===== config.mk =====
export PLATFORM = sky130hd
export DESIGN_NAME = sound_log_command_parser
export DESIGN_NICKNAME = d
export VERILOG_FILES = /design/src/rtl/slcp_pkg.sv /design/src/rtl/slcp_parser.sv /design/src/rtl/slcp_out_fifo.sv /design/src/rtl/sound_log_command_parser.sv
export SDC_FILE = /design/constraint.sdc
export NUM_CORES = 1
export LEC_CHECK = 0
export BUFFER_PORTS_ARGS = -buffer_cell sky130_fd_sc_hd__buf_2
export CELL_PAD_IN_SITES_DETAIL_PLACEMENT = 1
export CELL_PAD_IN_SITES_GLOBAL_PLACEMENT = 2
export CORE_AREA = 2 2 288 290
export DETAILED_ROUTE_END_ITERATION = 10
export DIE_AREA = 0 0 290 292
export GPL_TIMING_DRIVEN = 0
export PLACE_DENSITY = 0.68
export SLEW_MARGIN = 20
export SYNTH_ARGS = -nofsm -noshare
export SYNTH_HDL_FRONTEND = slang
export SYNTH_SLANG_ARGS = --single-unit

===== constraint.sdc =====
create_clock -name clock -period 7.14 [get_ports clock]
set_input_delay 0.714 -clock clock [delete_from_list [all_inputs] [get_ports clock]]
set_output_delay 0.714 -clock clock [all_outputs]
set_load 0.05 [all_outputs]

===== src/rtl/slcp_pkg.sv =====
// Shared types and constants for the sound-log command parser.
package slcp_pkg;

   localparam int SLOT_W       = 6;
   localparam int ADDR_W       = 9;
   localparam int WAIT_W       = 32;
   localparam int MASK_W       = 16;
   localparam int CSR_INDEX_W  = 4;
   localparam int CSR_DATA_W   = 16;
   localparam int DEVICE_SLOTS_DEFAULT = 16;

   // Result queue depth; must be a power of two.
   localparam int OUT_DEPTH    = 8;

   localparam logic [1:0] KIND_WRITE = 2'd0;
   localparam logic [1:0] KIND_WAIT  = 2'd1;
   localparam logic [1:0] KIND_LOOP  = 2'd2;
   localparam logic [1:0] KIND_END   = 2'd3;

   localparam logic [7:0] BYTE_WAIT_SYNC   = 8'hFF;
   localparam logic [7:0] BYTE_WAIT_VARINT = 8'hFE;
   localparam logic [7:0] BYTE_LOOP        = 8'hFD;
   localparam logic [6:0] GROUP_MASK       = 7'h7F;

   localparam logic [CSR_INDEX_W-1:0] CSR_DEVICE_ENABLE = 4'd0;
   localparam logic [CSR_INDEX_W-1:0] CSR_LOOP_PRESENT  = 4'd1;

   typedef struct packed {
      logic [1:0]        kind;
      logic [SLOT_W-1:0] device_slot;
      logic [ADDR_W-1:0] reg_address;
      logic [7:0]        reg_data;
      logic [WAIT_W-1:0] wait_syncs;
      logic              last;
   } result_type;

   typedef struct packed {
      logic       push0;
      logic       push1;
      result_type res0;
      result_type res1;
   } parse_out_type;

endpackage


===== src/rtl/slcp_parser.sv =====
// Command parser state and per-byte result generation.
module slcp_parser #(
   parameter int DEVICE_SLOTS = slcp_pkg::DEVICE_SLOTS_DEFAULT
) (
   input  logic                        clock,
   input  logic                        reset,
   input  logic                        byte_valid,
   input  logic [7:0]                  stream_byte,
   input  logic [slcp_pkg::MASK_W-1:0] device_enable_mask,
   input  logic                        loop_present,
   output slcp_pkg::parse_out_type     parse_out
);
   import slcp_pkg::*;

   localparam logic [2:0] PH_IDLE    = 3'd0;
   localparam logic [2:0] PH_REG     = 3'd1;
   localparam logic [2:0] PH_DATA    = 3'd2;
   localparam logic [2:0] PH_VARINT  = 3'd3;
   localparam logic [2:0] PH_WAITING = 3'd4;
   localparam logic [2:0] PH_ENDED   = 3'd5;

   localparam logic [5:0] SHIFT_STEP = 6'd7;
   localparam logic [5:0] SHIFT_MAX  = 6'd35;
   localparam logic [5:0] SHIFT_LIM  = 6'd32;

   logic [2:0]        phase_ff, phase_in;
   logic [7:0]        command_ff, command_in;
   logic [7:0]        register_ff, register_in;
   logic [WAIT_W-1:0] wait_ff, wait_in;
   logic [WAIT_W-1:0] varint_ff, varint_in;
   logic [5:0]        shift_ff, shift_in;

   logic [WAIT_W+6:0] group_shifted;
   logic [SLOT_W-1:0] slot;
   logic              slot_enabled;
   logic              pending;
   result_type        wait_res;
   result_type        cmd_res;

   assign slot = command_ff[6:1];
   assign slot_enabled = ({1'b0, slot} < 7'(DEVICE_SLOTS)) && (slot < 6'(MASK_W))
                         && device_enable_mask[slot[3:0]];
   assign group_shifted = (39'(stream_byte & {1'b0, GROUP_MASK})) << shift_ff[4:0];

   always_comb begin
      phase_in    = phase_ff;
      command_in  = command_ff;
      register_in = register_ff;
      wait_in     = wait_ff;
      varint_in   = varint_ff;
      shift_in    = shift_ff;
      parse_out   = '0;
      pending     = (phase_ff == PH_WAITING);
      wait_res    = '0;
      wait_res.kind       = KIND_WAIT;
      wait_res.wait_syncs = wait_ff;
      cmd_res     = '0;
      cmd_res.last = 1'b1;
      cmd_res.kind = (stream_byte == BYTE_LOOP && loop_present) ? KIND_LOOP : KIND_END;
      if (byte_valid) begin
         case (phase_ff)
            PH_ENDED: begin
            end
            PH_REG: begin
               register_in = stream_byte;
               phase_in    = PH_DATA;
            end
            PH_DATA: begin
               phase_in = PH_IDLE;
               if (slot_enabled) begin
                  parse_out.push0            = 1'b1;
                  parse_out.res0.kind        = KIND_WRITE;
                  parse_out.res0.device_slot = slot;
                  parse_out.res0.reg_address = {command_ff[0], register_ff};
                  parse_out.res0.reg_data    = stream_byte;
                  parse_out.res0.last        = 1'b1;
               end
            end
            PH_VARINT: begin
               if (shift_ff < SHIFT_LIM) begin
                  varint_in = varint_ff | group_shifted[WAIT_W-1:0];
               end
               if (shift_ff < SHIFT_MAX) begin
                  shift_in = shift_ff + SHIFT_STEP;
               end
               if (!stream_byte[7]) begin
                  wait_in  = wait_ff + varint_in + 32'd2;
                  phase_in = PH_WAITING;
               end
            end
            PH_IDLE, PH_WAITING: begin
               if (stream_byte == BYTE_WAIT_SYNC) begin
                  wait_in  = wait_ff + 32'd1;
                  phase_in = PH_WAITING;
               end else if (stream_byte == BYTE_WAIT_VARINT) begin
                  varint_in = '0;
                  shift_in  = '0;
                  phase_in  = PH_VARINT;
               end else begin
                  if (pending) begin
                     wait_in = '0;
                  end
                  if (!stream_byte[7]) begin
                     // A register write opens; only a pending wait is reported now.
                     command_in = stream_byte;
                     phase_in   = PH_REG;
                     if (pending) begin
                        parse_out.push0     = 1'b1;
                        parse_out.res0      = wait_res;
                        parse_out.res0.last = 1'b1;
                     end
                  end else begin
                     phase_in = (cmd_res.kind == KIND_LOOP) ? PH_IDLE : PH_ENDED;
                     parse_out.push0 = 1'b1;
                     if (pending) begin
                        parse_out.push1 = 1'b1;
                        parse_out.res0  = wait_res;
                        parse_out.res1  = cmd_res;
                     end else begin
                        parse_out.res0  = cmd_res;
                     end
                  end
               end
            end
            default: begin
               phase_in = PH_ENDED;
            end
         endcase
      end
   end

   always_ff @(posedge clock) begin
      if (reset) begin
         phase_ff    <= PH_IDLE;
         command_ff  <= '0;
         register_ff <= '0;
         wait_ff     <= '0;
         varint_ff   <= '0;
         shift_ff    <= '0;
      end else begin
         phase_ff    <= phase_in;
         command_ff  <= command_in;
         register_ff <= register_in;
         wait_ff     <= wait_in;
         varint_ff   <= varint_in;
         shift_ff    <= shift_in;
      end
   end

   a_end_sticks: assert property (@(posedge clock) disable iff (reset)
      phase_ff == PH_ENDED |=> phase_ff == PH_ENDED)
      else $error("parser left the ended phase");

   a_second_needs_first: assert property (@(posedge clock) disable iff (reset)
      parse_out.push1 |-> parse_out.push0 && !parse_out.res0.last && parse_out.res1.last
                          && parse_out.res0.kind == KIND_WAIT)
      else $error("second result without a leading wait result");

   a_wait_cleared: assert property (@(posedge clock) disable iff (reset)
      parse_out.push0 && parse_out.res0.kind == KIND_WAIT |=> wait_ff == '0)
      else $error("wait total not cleared after it was reported");

endmodule


===== src/rtl/slcp_out_fifo.sv =====
// Result queue that takes up to two results per cycle and delivers one per pop.
module slcp_out_fifo (
   input  logic                                  clock,
   input  logic                                  reset,
   input  slcp_pkg::parse_out_type               parse_out,
   input  logic                                  pop,
   output slcp_pkg::result_type                  head,
   output logic                                  not_empty,
   output logic [$clog2(slcp_pkg::OUT_DEPTH):0]  count
);
   import slcp_pkg::*;

   localparam int PTR_W   = $clog2(OUT_DEPTH);
   localparam int COUNT_W = PTR_W + 1;

   result_type         entries_ff [OUT_DEPTH];
   logic [PTR_W-1:0]   wr_ptr_ff, wr_ptr_in;
   logic [PTR_W-1:0]   rd_ptr_ff, rd_ptr_in;
   logic [COUNT_W-1:0] count_ff, count_in;
   logic [COUNT_W-1:0] push_count;
   logic               do_pop;

   assign do_pop     = pop && (count_ff != '0);
   assign push_count = COUNT_W'(parse_out.push0) + COUNT_W'(parse_out.push1);
   assign wr_ptr_in  = wr_ptr_ff + PTR_W'(push_count);
   assign rd_ptr_in  = rd_ptr_ff + PTR_W'(do_pop);
   assign count_in   = count_ff + push_count - COUNT_W'(do_pop);

   always_ff @(posedge clock) begin
      if (parse_out.push0) begin
         entries_ff[wr_ptr_ff] <= parse_out.res0;
      end
      if (parse_out.push1) begin
         entries_ff[wr_ptr_ff + PTR_W'(1)] <= parse_out.res1;
      end
   end

   always_ff @(posedge clock) begin
      if (reset) begin
         wr_ptr_ff <= '0;
         rd_ptr_ff <= '0;
         count_ff  <= '0;
      end else begin
         wr_ptr_ff <= wr_ptr_in;
         rd_ptr_ff <= rd_ptr_in;
         count_ff  <= count_in;
      end
   end

   assign head      = entries_ff[rd_ptr_ff];
   assign not_empty = (count_ff != '0);
   assign count     = count_ff;

   a_no_overflow: assert property (@(posedge clock) disable iff (reset)
      (count_ff + push_count) <= (COUNT_W'(OUT_DEPTH) + COUNT_W'(do_pop)))
      else $error("result queue overflow");

   a_count_bound: assert property (@(posedge clock) disable iff (reset)
      count_ff <= COUNT_W'(OUT_DEPTH))
      else $error("result queue count out of range");

   a_ptr_track: assert property (@(posedge clock) disable iff (reset)
      PTR_W'(wr_ptr_ff - rd_ptr_ff) == PTR_W'(count_ff))
      else $error("result queue pointers disagree with count");

endmodule


===== src/rtl/sound_log_command_parser.sv =====
// Sound-log command parser top level: input register, configuration, parser and result queue.
// A byte accepted into the input register drives the parser from there; its results are
// written into the queue as the parser state updates and are then offered at the queue head.
// Throughput: one byte per cycle while req_ready is high; a byte's results leave one per pop. req_ready
// drops unless the eight-entry queue has room for two results beyond the held byte's two.
// Reset (synchronous, active high) clears the parser to idle, empties the queue and sets the
// enable mask to slot 0 only with no loop point.
module sound_log_command_parser #(
   parameter int DEVICE_SLOTS = slcp_pkg::DEVICE_SLOTS_DEFAULT
) (
   input  logic                             clock,
   input  logic                             reset,
   input  logic                             req_valid,
   output logic                             req_ready,
   input  logic [7:0]                       req_stream_byte,
   output logic                             rsp_valid,
   input  logic                             rsp_ready,
   output logic [1:0]                       rsp_kind,
   output logic [slcp_pkg::SLOT_W-1:0]      rsp_device_slot,
   output logic [slcp_pkg::ADDR_W-1:0]      rsp_reg_address,
   output logic [7:0]                       rsp_reg_data,
   output logic [slcp_pkg::WAIT_W-1:0]      rsp_wait_syncs,
   output logic                             rsp_last,
   input  logic                             csr_valid,
   output logic                             csr_ready,
   input  logic [slcp_pkg::CSR_INDEX_W-1:0] csr_index,
   input  logic [slcp_pkg::CSR_DATA_W-1:0]  csr_data
);
   import slcp_pkg::*;

   localparam int COUNT_W = $clog2(OUT_DEPTH) + 1;

   logic               in_valid_ff, in_valid_in;
   logic [7:0]         in_byte_ff, in_byte_in;
   logic [MASK_W-1:0]  mask_ff, mask_in;
   logic               loop_ff, loop_in;
   parse_out_type      parse_out;
   result_type         head;
   logic [COUNT_W-1:0] count;
   logic [COUNT_W:0]   committed;

   // Room is reserved for the byte in the input register and for the new one.
   assign committed = {1'b0, count} + (in_valid_ff ? (COUNT_W + 1)'(2) : '0);
   assign req_ready = committed <= (COUNT_W + 1)'(OUT_DEPTH - 2);
   assign csr_ready = 1'b1;

   assign in_valid_in = req_valid && req_ready;
   assign in_byte_in  = req_stream_byte;

   always_comb begin
      mask_in = mask_ff;
      loop_in = loop_ff;
      if (csr_valid) begin
         if (csr_index == CSR_DEVICE_ENABLE) begin
            mask_in = csr_data[MASK_W-1:0];
         end else if (csr_index == CSR_LOOP_PRESENT) begin
            loop_in = csr_data[0];
         end
      end
   end

   always_ff @(posedge clock) begin
      if (reset) begin
         in_valid_ff <= 1'b0;
         mask_ff     <= MASK_W'(1);
         loop_ff     <= 1'b0;
      end else begin
         in_valid_ff <= in_valid_in;
         mask_ff     <= mask_in;
         loop_ff     <= loop_in;
      end
   end

   always_ff @(posedge clock) begin
      in_byte_ff <= in_byte_in;
   end

   slcp_parser #(
      .DEVICE_SLOTS(DEVICE_SLOTS)
   ) u_parser (
      .clock              (clock),
      .reset              (reset),
      .byte_valid         (in_valid_ff),
      .stream_byte        (in_byte_ff),
      .device_enable_mask (mask_ff),
      .loop_present       (loop_ff),
      .parse_out          (parse_out)
   );

   slcp_out_fifo u_out_fifo (
      .clock     (clock),
      .reset     (reset),
      .parse_out (parse_out),
      .pop       (rsp_ready),
      .head      (head),
      .not_empty (rsp_valid),
      .count     (count)
   );

   assign rsp_kind        = head.kind;
   assign rsp_device_slot = head.device_slot;
   assign rsp_reg_address = head.reg_address;
   assign rsp_reg_data    = head.reg_data;
   assign rsp_wait_syncs  = head.wait_syncs;
   assign rsp_last        = head.last;

endmodule


==> results.toml, run 1 <==
[status]
outcome = "completed"

[synthesis]
avgSynthCellArea_um2 = 9.34
ys_ff_latch = 588
synth_nets = 3071
synth_edf_count = 24
synthFlopType = "dfxtp_1"
ys_async_sr_fraction_pct = 0
synth-seq-area-share_pct = 43.5
synth.cell_area_um2 = 27600
yosysWarningCount = 0
synthCells = 2954
synth_cell_types = 84

[die]
die_x_um = 290
start_util_pct = 33.8
die-height_um = 292
row_count = 105
ios = 94
core_area_um2 = 81600
die_area_um2 = 84700

[worst_setup_path]
reg2reg_to = "u_parser.wait_ff[24]"
ff2ff_setup_slack_ps = 1830
cp.required_ps = 7670
crit_arrival_ps = 5840
start_kind = "flop"
cpMaxStageDelayCell = "o41ai_1"
r2r_cells = 17
rr_startpoint = "u_parser.shift_ff[1]"
cp-end-kind = "flop"
crit_chain = "buf_1 -> mux2i_1 -> nand2_1 -> o31a_1 -> mux2_2 -> a21oi_1 -> inv_1 -> ha_1 -> ha_1 -> a21oi_1 -> o22ai_1 -> o41ai_1 -> o22ai_1 -> a311oi_1 -> xnor2_1 -> nand2_1 -> a21oi_1"
max_stage_delay_ps = 900
worst_path_most_repeated_cell = "a21oi_1"
crit_type = "reg -> reg"
crit_fanout = 10

[clocking]
cts_tree = "built"
numClockSinks = 588
cts_buffers = 72
clock_path_buffers = 3
root_buffer = "clkbuf_16"
cts_setup_buffers = 0
worstSkewPairLatency_ps = 620
cts_resized = 0
hold_buffers = 0
clk_pin_slew_worst_paths_ps = 50
cts_max_level = 3

[global_routing]
grt_max_degree = 13
antenna_found_initial = 3
grt_pass1_wl_mm = 167
grt_pass1_vias = 25500
grtUsageTotal_pct = 26.0
grt_overflow = 0

[sta]
worst_pin_slew_ps = 1210
finClkSkew_ps = 16.8
maxSlewViolCount = 0
slew-limit-headroom_pct = 19.2
period_needed_ps = 5310
rsz0062_at_grt = "no"
hold_violations = 0
setup_violations = 0
fmaxAchievable_mhz = 188
fin_ws_ps = 1830
post-route-period-util_pct = 74.3
tns_ps = 0

[pwr]
irDropWorstVdd_v = 0.000153
total_leakage_power_nw = 12.1
p_per_area_nw_per_um2 = 251

[detailed_routing]
drc = 0
vias = 24100
ant_nets = 0
wl_per_cell_um = 26.3
post_drt_via_cell_ratio = 5.68
drtPass1Iterations = 5
drt-initial-drc-count = 1461
wirelength_mm = 112

[final_layout]
final_common_cell = "dfxtp_1"
syn_to_final_growth_pct = 15.0
layout.nets = 3238
final_cell_mix = "dfxtp_1 (564), nor2_1 (430), o21ai_0 (238), a21oi_1 (234), nand3_1 (193)"
regArea_um2 = 12000
nFillCells = 9326
multi_input_area_um2 = 14300
drive_gt1_share_pct = 15.5

[placed_design]
place_congestion = 0.858
hpwl_mm = 81.4
pre_cts_ws_ps = 1980
portBuffers = 91

[flow_run]
cap_violations = 0

[min_path]
min_to = "in_byte_ff[3]"
holdPathStages = 1
worstHoldStart = "req_stream_byte[3]"
hp-class = "in -> reg"
==> kinds of logic after synthesis <==
family                   Yosys count  share of synthesized area (%)
AND/OR/NAND/NOR                  946                           15.5
AO/OA/AOI/OAI                    781                           17.6
flip-flops                       588                           43.5
buffers and inverters            299                           4.58
multiplexers                     222                           13.8
adder cells (fa/ha/maj)           84                           3.89
XOR/XNOR                          33                           1.05
other                              1                         0.0136
==> Yosys cell counts, types with 22 or more instances <==
library cell / instances / area, µm²
dfxtp_1: 564 / 11300
nor2_1: 430 / 1610
o21ai_0: 238 / 1190
a21oi_1: 234 / 1170
nand3_1: 193 / 966
clkbuf_1: 155 / 582
nand2_1: 142 / 533
mux4_2: 120 / 2700
a22o_1: 110 / 963
ha_1: 81 / 1010
mux2_2: 63 / 709
buf_2: 53 / 265
inv_1: 52 / 195
a22oi_1: 41 / 308
mux2i_1: 38 / 380
nor3_1: 35 / 175
and3_1: 34 / 213
a21o_1: 28 / 210
edfxtp_1: 24 / 721
o22ai_1: 23 / 144
a31oi_1: 22 / 138
xnor2_1: 22 / 193
==> flip-flops by register name (all words and copies together), names as in the netlist, 3 cells and up <==
signal and cells:
in_byte_ff 8, u_parser.command_ff 7, u_out_fifo.wr_ptr_ff 3, u_parser.varint_ff 32, u_parser.phase_ff 3, u_parser.wait_ff 32, mask_ff 16, u_out_fifo.rd_ptr_ff 3
u_out_fifo.entries_ff 464, u_parser.register_ff 8, u_parser.shift_ff 6, u_out_fifo.count 4
==> how the worst max path moves through the flow <==
stage | startpoint | endpoint | slack, ps | depth (start not counted)
after global placement | u_parser.shift_ff[2] | u_parser.wait_ff[31] | 1990 | 17
after detailed placement | in_byte_ff[3] | u_parser.wait_ff[30] | 1980 | 16
after floorplan | u_parser.shift_ff[1] | u_parser.wait_ff[31] | 3240 | 18
after CTS | u_parser.shift_ff[1] | u_parser.wait_ff[24] | 1930 | 17
final | u_parser.shift_ff[1] | u_parser.wait_ff[24] | 1830 | 17
after global routing | u_parser.shift_ff[2] | u_parser.wait_ff[31] | 1510 | 17
==> routing by layer <==
layer  vias to the layer above  part of all wire [%]  global-route usage (%)
met3                       130                   4.1                    2.95
li1                      11000                     -                       -
met4                         0                   2.0                    6.72
met5                         -                     0                       0
met1                     12400                    46                    34.7
met2                       555                    48                    44.7
==> critical path: cells and delay by family (launching register included) <==
kind / cells / cell delay, ps
and+or+nand+nor: 2 / 170
muxes: 2 / 670
buffers and inverters: 2 / 640
DFF: 1 / 400
adders and majority gates: 2 / 690
xor gates and xnor gates: 1 / 170
AOI/OAI and AO/OA: 8 / 2460
==> stage by stage <==
stage | hold WS (ps) | power, mW | cells | area, µm² | util, %
finish | 194 | 7.96 | 4244 | 31700 | 38.9
global route | 185 | 8.23 | 4243 | 31700 | 38.9
floorplan | 431 | 4.07 | 2954 | 27600 | -
CTS | 171 | 8.03 | 4243 | 31700 | 38.9
global placement | 447 | 4.40 | 4115 | 29400 | 36.0
detailed placement | 456 | 4.41 | 4117 | 29400 | 36.1
==> report_power, final <==
group / internal [mW] / leakage (nW) / switching [mW]
sequential: 3.33 / 4.81 / 0.0254
clock: 2.11 / 1.14 / 1.52
combinational: 0.325 / 6.15 / 0.650
==> cell type report <==
class | instances | area share (%)
clock inverters | 27 | 0.809
inverters | 55 | 0.651
multi-input cells | 2067 | 45.2
diodes | 1 | 0.00789
well taps | 1070 | 4.22
flip-flops and latches | 588 | 37.9
plain buffers | 244 | 3.35
clock buffers | 99 | 6.41
repair buffers | 93 | 1.50
(Power assumes the default switching activity.)
==> run 2, diff against run 1 <==
clock period = 5.55 ns   (was 7.14 ns; I/O delays follow)
==> results.toml, run 2 (synthesis results as in run 1) <==
[final_layout]
top_regs = "u_out_fifo.entries_ff (464), u_parser.varint_ff (32), u_parser.wait_ff (32)"
regMostFlops = "u_out_fifo.entries_ff"
syn_to_final_growth_pct = 15.0
final_common_cell = "dfxtp_1"
largest_reg_flops = 464
nFillCells = 9327
finalNonFillerCells = 4244
final_cell_mix = "dfxtp_1 (564), nor2_1 (430), o21ai_0 (237), a21oi_1 (234), nand3_1 (193)"
drive_gt1_share_pct = 15.6
layout.nets = 3238

[detailed_routing]
ant_nets = 0
vias = 24100
drtPass1Iterations = 5
drt-initial-drc-count = 1454
wl_per_cell_um = 26.3
wirelength_mm = 111
post_drt_via_cell_ratio = 5.68
drc = 0

[worst_setup_path]
ff2ff_setup_slack_ps = 470
crit_fanout = 10
crit_arrival_ps = 5560
start_kind = "flop"
cp-end-kind = "flop"
cp.required_ps = 6020
crit_type = "reg -> reg"

[clocking]
cts_buffers = 72
cts_max_level = 3
worstSkewPairLatency_ps = 620
clock_path_buffers = 3
numClockSinks = 588
cts_setup_buffers = 0
clk_pin_slew_worst_paths_ps = 60
cts_tree = "built"
root_buffer = "clkbuf_16"

[global_routing]
grt_max_degree = 13
antenna_found_initial = 3
grtUsageTotal_pct = 26.0
grt_pass1_vias = 25500
grt_pass1_wl_mm = 167
grt_overflow = 0

[die]
die-height_um = 292
core_area_um2 = 81600
die_area_um2 = 84700
ios = 94
die_x_um = 290
row_count = 105
start_util_pct = 33.8

[sta]
hold_violations = 0
slew-limit-headroom_pct = 19.1
fmaxAchievable_mhz = 197
tns_ps = 0
fin_ws_ps = 467
finClkSkew_ps = 16.6
worst_pin_slew_ps = 1210
post-route-period-util_pct = 91.6
rsz0062_at_grt = "no"
maxSlewViolCount = 0
period_needed_ps = 5080
setup_violations = 0

[flow_run]
cap_violations = 0

[status]
outcome = "completed"

[placed_design]
place_congestion = 0.858
pre_cts_ws_ps = 385
hpwl_mm = 81.4
placedCellCount = 4117
portBuffers = 91

[pwr]
total_leakage_power_nw = 12.1
irDropWorstVdd_v = 0.000196
p_per_area_nw_per_um2 = 323

[min_path]
hp-class = "in -> reg"
## run 2: area by class of cell
cell class	count	area [µm²]	area share (%)
clock inverters	27	256	0.808
well taps	1070	1340	4.22
inverters	55	206	0.651
repair buffers	93	474	1.49
flip-flops and latches	588	12000	37.9
plain buffers	244	1060	3.35
diodes	1	2.50	0.00789
clock buffers	99	2030	6.41
multi-input cells	2067	14300	45.2
## run 2: what timing repair did
item / CTS / global route
setup endpoints to repair: 0 / 3
hold buffers: 0 / 0
resized for setup: 0 / 3
hold endpoints to repair: 0 / 0
## run 2: layer usage
metal	GRT usage, %	vias to the layer above	share of wire (%)
li1	-	11000	-
met1	34.7	12400	46
met2	44.7	555	48
met3	2.95	130	4.1
met4	6.72	0	2.0
met5	0	-	0
## run 2: per-stage QoR
| step | hold slack, ps | instance area [µm²] | total power [mW] | utilization, % |
|---|---|---|---|---|
| 6_report | 35.6 | 31700 | 10.2 | 38.9 |
| 5_1_grt | 25.5 | 31700 | 10.6 | 38.9 |
| 4_1_cts | 12.2 | 31700 | 10.3 | 38.9 |
| 3_5_place_dp | 456 | 29400 | 5.67 | 36.1 |
| 3_3_place_gp | 447 | 29400 | 5.66 | 36.0 |
| 2_1_floorplan | 431 | 27600 | 5.23 | - |
## run 2: final timing paths
kind                           from                      to  cells after the start
max            u_parser.shift_ff[1]    u_parser.wait_ff[30]                     17
min              req_stream_byte[3]           in_byte_ff[3]                      1
max reg2reg    u_parser.shift_ff[1]    u_parser.wait_ff[30]                     17
min reg2reg  u_parser.varint_ff[31]  u_parser.varint_ff[31]                      2
## run 2: critical path, cell delays in order, from the launching register on
cell and delay, ps:
dfxtp_1 400, buf_1 460, mux2i_1 360, nand2_1 90
o31a_1 130, mux2_2 310, a21oi_1 190, inv_1 180
ha_1 320, ha_1 370, o21ai_0 140, o21bai_1 190
a31oi_1 110, o21ai_0 460, a21oi_1 340, o41ai_1 530
xnor2_1 220, o22ai_1 120
## run 2: power by group
group / internal [mW] / leakage [nW] / total (mW) / switching (mW)
registers: 4.28 / 4.81 / 4.32 / 0.0326
logic: 0.419 / 6.16 / 1.26 / 0.837
clock network: 2.72 / 1.14 / 4.67 / 1.96
total: 7.42 / 12.1 / 10.2 / 2.83
